===== src/hdl/gft_pkg.sv =====
// package: shared types and codes for the gnss fix trust state machine
`default_nettype none

package gft_pkg;

  // trust states
  typedef enum logic [2:0] {
    ST_LOCAL  = 3'd0,
    ST_CAND   = 3'd1,
    ST_LOCKED = 3'd2,
    ST_DEGR   = 3'd3,
    ST_RECOV  = 3'd4,
    ST_FAULT  = 3'd5
  } trust_state_t;

  // event codes carried by the mode field
  typedef enum logic [1:0] {
    MODE_SAMPLE = 2'd0,
    MODE_COMMIT = 2'd1,
    MODE_REJECT = 2'd2,
    MODE_FRESET = 2'd3
  } mode_t;

  // sample classes
  typedef enum logic [1:0] {
    CLS_STRONG   = 2'd0,
    CLS_WEAK     = 2'd1,
    CLS_DIAG     = 2'd2,
    CLS_REJECTED = 2'd3
  } gate_class_t;

  // configuration port
  localparam int unsigned CFG_IDX_W  = 2;
  localparam int unsigned CFG_DATA_W = 16;
  localparam logic [CFG_IDX_W-1:0] CFG_RECOVERY_THR = 2'd0;
  localparam logic [CFG_IDX_W-1:0] CFG_DEGRADE_THR  = 2'd1;

  localparam int unsigned OUT_COUNT_W = 16;
  localparam logic [CFG_DATA_W-1:0] THR_RESET = 16'd5;

  // threshold registers as seen by the next-state logic
  typedef struct packed {
    logic [CFG_DATA_W-1:0] recovery_thr;
    logic [CFG_DATA_W-1:0] degrade_thr;
  } cfg_t;

endpackage

`default_nettype wire


===== src/hdl/gft_next.sv =====
// next-state logic: one event applied to the registered trust state and counts
`default_nettype none

module gft_next
  import gft_pkg::*;
#(
  parameter int unsigned COUNT_WIDTH = 16
) (
  input  trust_state_t           state_q,
  input  logic [COUNT_WIDTH-1:0] strong_q,
  input  logic [COUNT_WIDTH-1:0] invalid_q,
  input  mode_t                  mode,
  input  gate_class_t            gate_class,
  input  logic                   residual_ok,
  input  cfg_t                   cfg,
  output trust_state_t           state_d,
  output logic [COUNT_WIDTH-1:0] strong_d,
  output logic [COUNT_WIDTH-1:0] invalid_d
);

  localparam int unsigned CMP_W = (COUNT_WIDTH > CFG_DATA_W) ? COUNT_WIDTH : CFG_DATA_W;
  localparam logic [CMP_W-1:0] COUNT_MAX = CMP_W'({COUNT_WIDTH{1'b1}});

  logic [COUNT_WIDTH-1:0] strong_inc;
  logic [COUNT_WIDTH-1:0] invalid_inc;
  logic [COUNT_WIDTH-1:0] commit_load;
  logic                   rec_met;
  logic                   deg_met;
  trust_state_t           dropped;
  trust_state_t           strong_state;

  // saturating increments
  assign strong_inc  = (&strong_q)  ? strong_q  : strong_q  + 1'b1;
  assign invalid_inc = (&invalid_q) ? invalid_q : invalid_q + 1'b1;

  assign rec_met = CMP_W'(strong_inc)  >= CMP_W'(cfg.recovery_thr);
  assign deg_met = CMP_W'(invalid_inc) >= CMP_W'(cfg.degrade_thr);

  // threshold clipped to the count range
  assign commit_load = (CMP_W'(cfg.recovery_thr) > COUNT_MAX) ?
                       {COUNT_WIDTH{1'b1}} : COUNT_WIDTH'(cfg.recovery_thr);

  always_comb begin
    unique case (state_q)
      ST_LOCKED:          dropped = ST_DEGR;
      ST_CAND, ST_RECOV:  dropped = ST_LOCAL;
      default:            dropped = state_q;
    endcase
  end

  always_comb begin
    if (state_q == ST_LOCAL || state_q == ST_DEGR || state_q == ST_CAND) begin
      strong_state = rec_met ? ST_RECOV : ST_CAND;
    end else begin
      strong_state = state_q;
    end
  end

  always_comb begin
    state_d   = state_q;
    strong_d  = strong_q;
    invalid_d = invalid_q;
    unique case (mode)
      MODE_SAMPLE: begin
        if (state_q != ST_FAULT) begin
          priority if (gate_class == CLS_STRONG && !residual_ok) begin
            state_d  = ST_FAULT;
            strong_d = '0;
          end else if (gate_class == CLS_STRONG) begin
            state_d   = strong_state;
            strong_d  = strong_inc;
            invalid_d = '0;
          end else if (gate_class == CLS_REJECTED) begin
            strong_d  = '0;
            invalid_d = invalid_inc;
            if (state_q == ST_DEGR) begin
              state_d = deg_met ? ST_LOCAL : ST_DEGR;
            end else begin
              state_d = dropped;
            end
          end else begin
            strong_d = '0;
            state_d  = dropped;
          end
        end
      end
      MODE_COMMIT: begin
        if (state_q == ST_RECOV) begin
          state_d   = ST_LOCKED;
          strong_d  = commit_load;
          invalid_d = '0;
        end
      end
      MODE_REJECT: begin
        state_d   = dropped;
        strong_d  = '0;
        invalid_d = '0;
      end
      MODE_FRESET: begin
        if (state_q == ST_FAULT) begin
          state_d   = ST_LOCAL;
          strong_d  = '0;
          invalid_d = '0;
        end
      end
    endcase
  end

endmodule

`default_nettype wire


===== src/hdl/gft_out_reg.sv =====
// result register: holds one result beat until the consumer takes it
`default_nettype none

module gft_out_reg
  import gft_pkg::*;
(
  input  logic                   clk,
  input  logic                   rst_n,
  input  logic                   load,
  input  trust_state_t           state_d,
  input  logic [OUT_COUNT_W-1:0] strong_d,
  input  logic [OUT_COUNT_W-1:0] invalid_d,
  output logic                   slot_free,
  output logic                   out_valid,
  input  logic                   out_ready,
  output logic [2:0]             out_trust_state,
  output logic [OUT_COUNT_W-1:0] out_strong_count,
  output logic [OUT_COUNT_W-1:0] out_invalid_count
);

  logic                   valid_r;
  trust_state_t           state_r;
  logic [OUT_COUNT_W-1:0] strong_r;
  logic [OUT_COUNT_W-1:0] invalid_r;

  assign slot_free = !valid_r || out_ready;

  always_ff @(posedge clk) begin
    if (!rst_n) begin
      valid_r <= 1'b0;
    end else if (load) begin
      valid_r <= 1'b1;
    end else if (out_ready) begin
      valid_r <= 1'b0;
    end
  end

  always_ff @(posedge clk) begin
    if (load) begin
      state_r   <= state_d;
      strong_r  <= strong_d;
      invalid_r <= invalid_d;
    end
  end

  assign out_valid         = valid_r;
  assign out_trust_state   = state_r;
  assign out_strong_count  = strong_r;
  assign out_invalid_count = invalid_r;

endmodule

`default_nettype wire


===== src/hdl/gnss_fix_trust_state_machine_top.sv =====
// top level: gnss fix trust state machine with config registers and result register
`default_nettype none

// Trust state machine for RTK position fixes. Each input beat carries one
// event (gated sample, recovery committed, recovery rejected, fault reset)
// and yields exactly one result beat with the new trust state and the
// strong and invalid run counts, which saturate at 2^COUNT_WIDTH-1 and show
// their low 16 bits. One event is accepted every cycle unless in_ready is low: the
// next state is computed in one combinational pass from the state registers and
// the input beat, and lands in the state registers and the result register at
// the same edge, so a result appears in the cycle after its input is accepted.
// in_ready is low during reset and until run_r is set after it; after that
// it drops only while the result register is full and not being taken.
// Thresholds are written through the cfg_ channel (index 0 recovery
// threshold, index 1 degrade threshold, others ignored), both reset to 5,
// and must be written only while no event is in flight.

module gnss_fix_trust_state_machine_top
  import gft_pkg::*;
#(
  parameter int unsigned COUNT_WIDTH = 16
) (
  input  logic                   clk,
  input  logic                   rst_n,
  // event channel
  input  logic                   in_valid,
  output logic                   in_ready,
  input  logic [1:0]             in_mode,
  input  logic [1:0]             in_gate_class,
  input  logic                   in_residual_ok,
  // result channel
  output logic                   out_valid,
  input  logic                   out_ready,
  output logic [2:0]             out_trust_state,
  output logic [OUT_COUNT_W-1:0] out_strong_count,
  output logic [OUT_COUNT_W-1:0] out_invalid_count,
  // configuration write channel
  input  logic                   cfg_valid,
  output logic                   cfg_ready,
  input  logic [CFG_IDX_W-1:0]   cfg_index,
  input  logic [CFG_DATA_W-1:0]  cfg_wdata
);

  // ready only after reset has been released
  logic run_r;

  // threshold registers
  cfg_t cfg_r;

  // trust state and run counters
  trust_state_t           state_r;
  logic [COUNT_WIDTH-1:0] strong_r;
  logic [COUNT_WIDTH-1:0] invalid_r;

  trust_state_t           state_nxt;
  logic [COUNT_WIDTH-1:0] strong_nxt;
  logic [COUNT_WIDTH-1:0] invalid_nxt;

  logic slot_free;
  logic in_beat;

  always_ff @(posedge clk) begin
    if (!rst_n) begin
      run_r <= 1'b0;
    end else begin
      run_r <= 1'b1;
    end
  end

  assign in_ready  = run_r && slot_free;
  assign cfg_ready = run_r;
  assign in_beat   = in_valid && in_ready;

  // config writes, unknown indexes dropped
  always_ff @(posedge clk) begin
    if (!rst_n) begin
      cfg_r.recovery_thr <= THR_RESET;
      cfg_r.degrade_thr  <= THR_RESET;
    end else if (cfg_valid && cfg_ready) begin
      if (cfg_index == CFG_RECOVERY_THR) begin
        cfg_r.recovery_thr <= cfg_wdata;
      end
      if (cfg_index == CFG_DEGRADE_THR) begin
        cfg_r.degrade_thr <= cfg_wdata;
      end
    end
  end

  gft_next #(
    .COUNT_WIDTH (COUNT_WIDTH)
  ) u_next (
    .state_q     (state_r),
    .strong_q    (strong_r),
    .invalid_q   (invalid_r),
    .mode        (mode_t'(in_mode)),
    .gate_class  (gate_class_t'(in_gate_class)),
    .residual_ok (in_residual_ok),
    .cfg         (cfg_r),
    .state_d     (state_nxt),
    .strong_d    (strong_nxt),
    .invalid_d   (invalid_nxt)
  );

  // state advances only on an accepted event beat
  always_ff @(posedge clk) begin
    if (!rst_n) begin
      state_r   <= ST_LOCAL;
      strong_r  <= '0;
      invalid_r <= '0;
    end else if (in_beat) begin
      state_r   <= state_nxt;
      strong_r  <= strong_nxt;
      invalid_r <= invalid_nxt;
    end
  end

  // result register takes the same next values, low 16 bits of the counts
  gft_out_reg u_out (
    .clk               (clk),
    .rst_n             (rst_n),
    .load              (in_beat),
    .state_d           (state_nxt),
    .strong_d          (OUT_COUNT_W'(strong_nxt)),
    .invalid_d         (OUT_COUNT_W'(invalid_nxt)),
    .slot_free         (slot_free),
    .out_valid         (out_valid),
    .out_ready         (out_ready),
    .out_trust_state   (out_trust_state),
    .out_strong_count  (out_strong_count),
    .out_invalid_count (out_invalid_count)
  );

endmodule

`default_nettype wire


===== config.mk =====
export PLATFORM = sky130hd
export DESIGN_NAME = gnss_fix_trust_state_machine_top
export DESIGN_NICKNAME = d
export VERILOG_FILES = /design/src/hdl/gft_pkg.sv /design/src/hdl/gft_next.sv /design/src/hdl/gft_out_reg.sv /design/src/hdl/gnss_fix_trust_state_machine_top.sv
export SDC_FILE = /design/constraint.sdc
export NUM_CORES = 1
export LEC_CHECK = 0
export ABC_AREA = 1
export BUFFER_PORTS_ARGS = -buffer_cell sky130_fd_sc_hd__buf_2
export CAP_MARGIN = 20
export CORE_UTILIZATION = 25
export CTS_BUF_LIST = sky130_fd_sc_hd__clkbuf_16
export DETAILED_ROUTE_END_ITERATION = 6
export GPL_ROUTABILITY_DRIVEN = 0
export PLACE_DENSITY = 0.4
export SYNTH_ARGS = -nofsm -noshare
export SYNTH_HDL_FRONTEND = slang
export SYNTH_SLANG_ARGS = --single-unit

===== constraint.sdc =====
create_clock -name clk -period 6.85 [get_ports clk]
set_clock_uncertainty 0.15 [all_clocks]
set_input_delay 0 -clock clk [delete_from_list [all_inputs] [get_ports clk]]
set_output_delay 0 -clock clk [all_outputs]
set_load 0.02 [all_outputs]

==> qor_table.md <==
| Parameter | Reported |
| --- | --- |
| Number of setup buffers added after CTS | 0 |
| Most common cell after layout, fill and taps aside | sky130_fd_sc_hd__nand2_1 |
| Count of TritonRoute iterations in the first routing pass | 5 |
| Data required time at the worst endpoint | 6820 ps |
| Final non-filler cell area | 7940 um^2 |
| Number of ports placed on the die boundary | 66 |
| Seq/Total Area, Yosys | 35.7% |
| Post-CTS resize count | 0 |
| Static leakage power | 3.64 nW |
| Sinks on Clock Net | 104 |
| Commonest cells after routing, fill and taps aside | sky130_fd_sc_hd__nand2_1 (238), sky130_fd_sc_hd__inv_1 (137), sky130_fd_sc_hd__o21ai_0 (119) |
| Area of placed instances | 7380 um^2 |
| Power per Cell Area | 196 nW/um^2 |
| Final total negative setup slack | 0 ps |
| DR vias/cell | 4.56 |
| FF+latch count, synth | 104 |
| Syn Std Cell Area | 6820 um^2 |
| Wire length on met2 | 9330 um |
| Number of vias after detailed routing | 6327 |
| Source-to-sink clock delay at the later pin of the worst-skew pair | 370 ps |
| Detailed-route wire length per cell | 15.1 um |
| Number of levels the H-tree was split into | 3 |
| Number of buffers inserted during clock tree synthesis | 9 |
| Clock root cell | sky130_fd_sc_hd__clkbuf_16 |
| Reg clk slew, reported paths | 90 ps |
| Total die area | 27900 um^2 |
| Final setup vio count | 0 |
| Input/output buffers | 65 |
| Maximum resistive drop on vdd | 0.0888 mV |
| Clock tree from TritonCTS | done |
| Worst max-slew margin expressed relative to the limit | 44.5% |
| Period utilization | 47.4% |
| Cell count after synthesis | 985 |
| Avg Synthesized Cell Area | 6.92 um^2 |
| Initial cell density of the core | 25.4% |
| Arrival time at the worst endpoint | 3220 ps |
| Library cell occupying the most area in the post-synthesis netlist | sky130_fd_sc_hd__dfxtp_1 |
| Unrepaired setup endpoints after global routing | no |
| Slew Limit Fails | 0 |
| Std-Cell Rows | 60 |
| First-iteration detailed-routing DRC count | 399 |
| Number of global-route vias before repair | 6041 |
| Antenna violations before repair | 0 |
| Maximum capacitance violations | 0 |
| Wire length on met1 | 10800 um |
| Kind of launch point of the worst setup path | register |
| Placed wire-length estimate | 15200 um |
| Post-synth cell types | 43 |
| Number of inserted diodes | 0 |
| Transition time of the tightest slew-check pin | 831 ps |
| Quantity of hold-fixing buffers added after cts | 22 |
| Met3 wire length | 654 um |
| First-pass GRT wire length | 33900 um |
| Minimum clock period after layout | 3250 ps |
| Die boundary height | 167 um |
| Outcome | finished, final reports clean |
| Max Root-Sink Buffers | 2 |
| Synth-to-Final Area Change | 16.4% |
| All-Layer GR Usage | 15.5% |
| Crit path max fanout | 22 |
| Final Hold Viols | 0 |
| Number of nets in the layout | 1105 |
| Warning count from the yosys run | 0 |
| Global route total overflow | 0 |
| Share of layout cells above drive strength 1 | 13.5% |
| Fill cell instance count of the final layout | 2968 |
| Number of antenna-violating nets in the routed design | 0 |
| WL final | 21000 um |
| Post-synth net total | 1047 |
| Pin count of the biggest net entering global routing | 71 |
| Cell types occupying the most area after synthesis | sky130_fd_sc_hd__dfxtp_1 (20%), sky130_fd_sc_hd__edfxtp_1 (15%), sky130_fd_sc_hd__nand2_1 (13%) |
| Post-route DRC violation count | 0 |
| Die Span X | 167 um |
| Highest Signal Layer | met4 |
| Upper clock frequency limit | 308 MHz |
| Crit path kind | reg2reg |
| Worst hold path type | in2reg |
| Endpoint kind of the worst setup timing path | register |
| Top cell type's share of synthesized area | 20.3% |
| Core footprint | 26900 um^2 |
==> report_power, final <==
| part | leakage (nW) | switching, mW | internal [mW] | total (mW) |
|---|---|---|---|---|
| Combinational | 2.58 | 0.199 | 0.104 | 0.304 |
| Clock | 0.159 | 0.258 | 0.290 | 0.548 |
| Sequential | 0.902 | 0.0301 | 0.673 | 0.703 |
| Total | 3.64 | 0.487 | 1.07 | 1.55 |
==> cells in the mapped netlist, drive strengths merged <==
| master | number |
|---|---|
| o21a | 2 |
| xor2 | 20 |
| or2 | 1 |
| buf | 17 |
| edfxtp | 35 |
| a22oi | 2 |
| clkbuf | 28 |
| xnor2 | 2 |
| nand4 | 10 |
| nand2 | 253 |
| o211ai | 9 |
| clkinv | 6 |
| o22ai | 1 |
| a21oi | 92 |
| o311ai | 1 |
| o21ai | 123 |
| nor3 | 8 |
| inv | 150 |
| o21bai | 3 |
| a21o | 2 |
| nand3 | 50 |
| ha | 34 |
| dfxtp | 69 |
| nor4 | 1 |
| nor2 | 63 |
| o221ai | 3 |
==> final timing paths <==
path                             start                            endpoint  slack, ps  cells after the start
min                         in_mode[1]             state_r[1]$_SDFFE_PN0P_         50                      6
max reg2reg  invalid_r[1]$_SDFFE_PN0P_  u_out.out_trust_state[0]$_DFFE_PP_       3600                     18
min reg2reg      cfg_r[3]$_SDFFE_PN0P_               cfg_r[3]$_SDFFE_PN0P_        320                      2
max          invalid_r[1]$_SDFFE_PN0P_  u_out.out_trust_state[0]$_DFFE_PP_       3600                     18
==> sequential cells by signal (all words and copies together) (netlist names) <==
name,cells
u_out.out_valid,1
u_out.out_strong_count,16
strong_r,16
invalid_r,16
u_out.out_trust_state,3
cfg_ready,1
cfg_r,32
u_out.out_invalid_count,16
state_r,3
==> metrics by stage <==
stage                     instances  worst slack (ps)  hold slack, ps  utilization (%)  total power [mW]
after detailed placement       1349              3640             111             27.5              1.01
after global routing           1389              3330            95.6             29.5              1.65
final                          1389              3600            51.0             29.5              1.55
after CTS                      1387              3620            55.2             29.4              1.58
after global placement         1349              3690             106             27.5              1.01
after floorplan                 985              4200            -122                -             0.920
==> routing by layer <==
layer  GRT usage, %  vias to the layer above
met5              0                        -
met2           24.6                      111
met1           22.2                     2887
li1               -                     3315
met3           2.08                       14
met4           3.59                        0
==> critical path, cell delays in order, from the launching register on <==
cell                       delay (ps)
sky130_fd_sc_hd__dfxtp_1          430
sky130_fd_sc_hd__ha_1             240
sky130_fd_sc_hd__nand2_1          100
sky130_fd_sc_hd__nor2_4           120
sky130_fd_sc_hd__nand4_2          480
sky130_fd_sc_hd__o21ai_2          310
sky130_fd_sc_hd__inv_2             60
sky130_fd_sc_hd__ha_1             290
sky130_fd_sc_hd__inv_1             40
sky130_fd_sc_hd__o21bai_1         120
sky130_fd_sc_hd__a21oi_1           70
sky130_fd_sc_hd__nand2_1           60
sky130_fd_sc_hd__nand3_1           70
sky130_fd_sc_hd__nand2_1          130
sky130_fd_sc_hd__nand2_1           90
sky130_fd_sc_hd__nand2_1           70
sky130_fd_sc_hd__nand2_1           50
sky130_fd_sc_hd__nand2_1           70
sky130_fd_sc_hd__inv_1             40
==> cell type report <==
type,count,area (um^2),area share (%)
clock buffers,11,275,3.47
multi-input cells,680,3590,45.2
well taps,341,427,5.38
repair buffers,92,598,7.53
clock inverters,5,27.5,0.347
flip-flops and latches,104,2430,30.6
inverters,156,587,7.39
==> cells by family after synthesis <==
group	synth area share, %
compound gates	19.3
buf+inv	11.7
xor+xnor	2.83
simple gates	24.3
flops	35.7
fa+ha+maj	6.24
(Power assumes the default switching activity.)
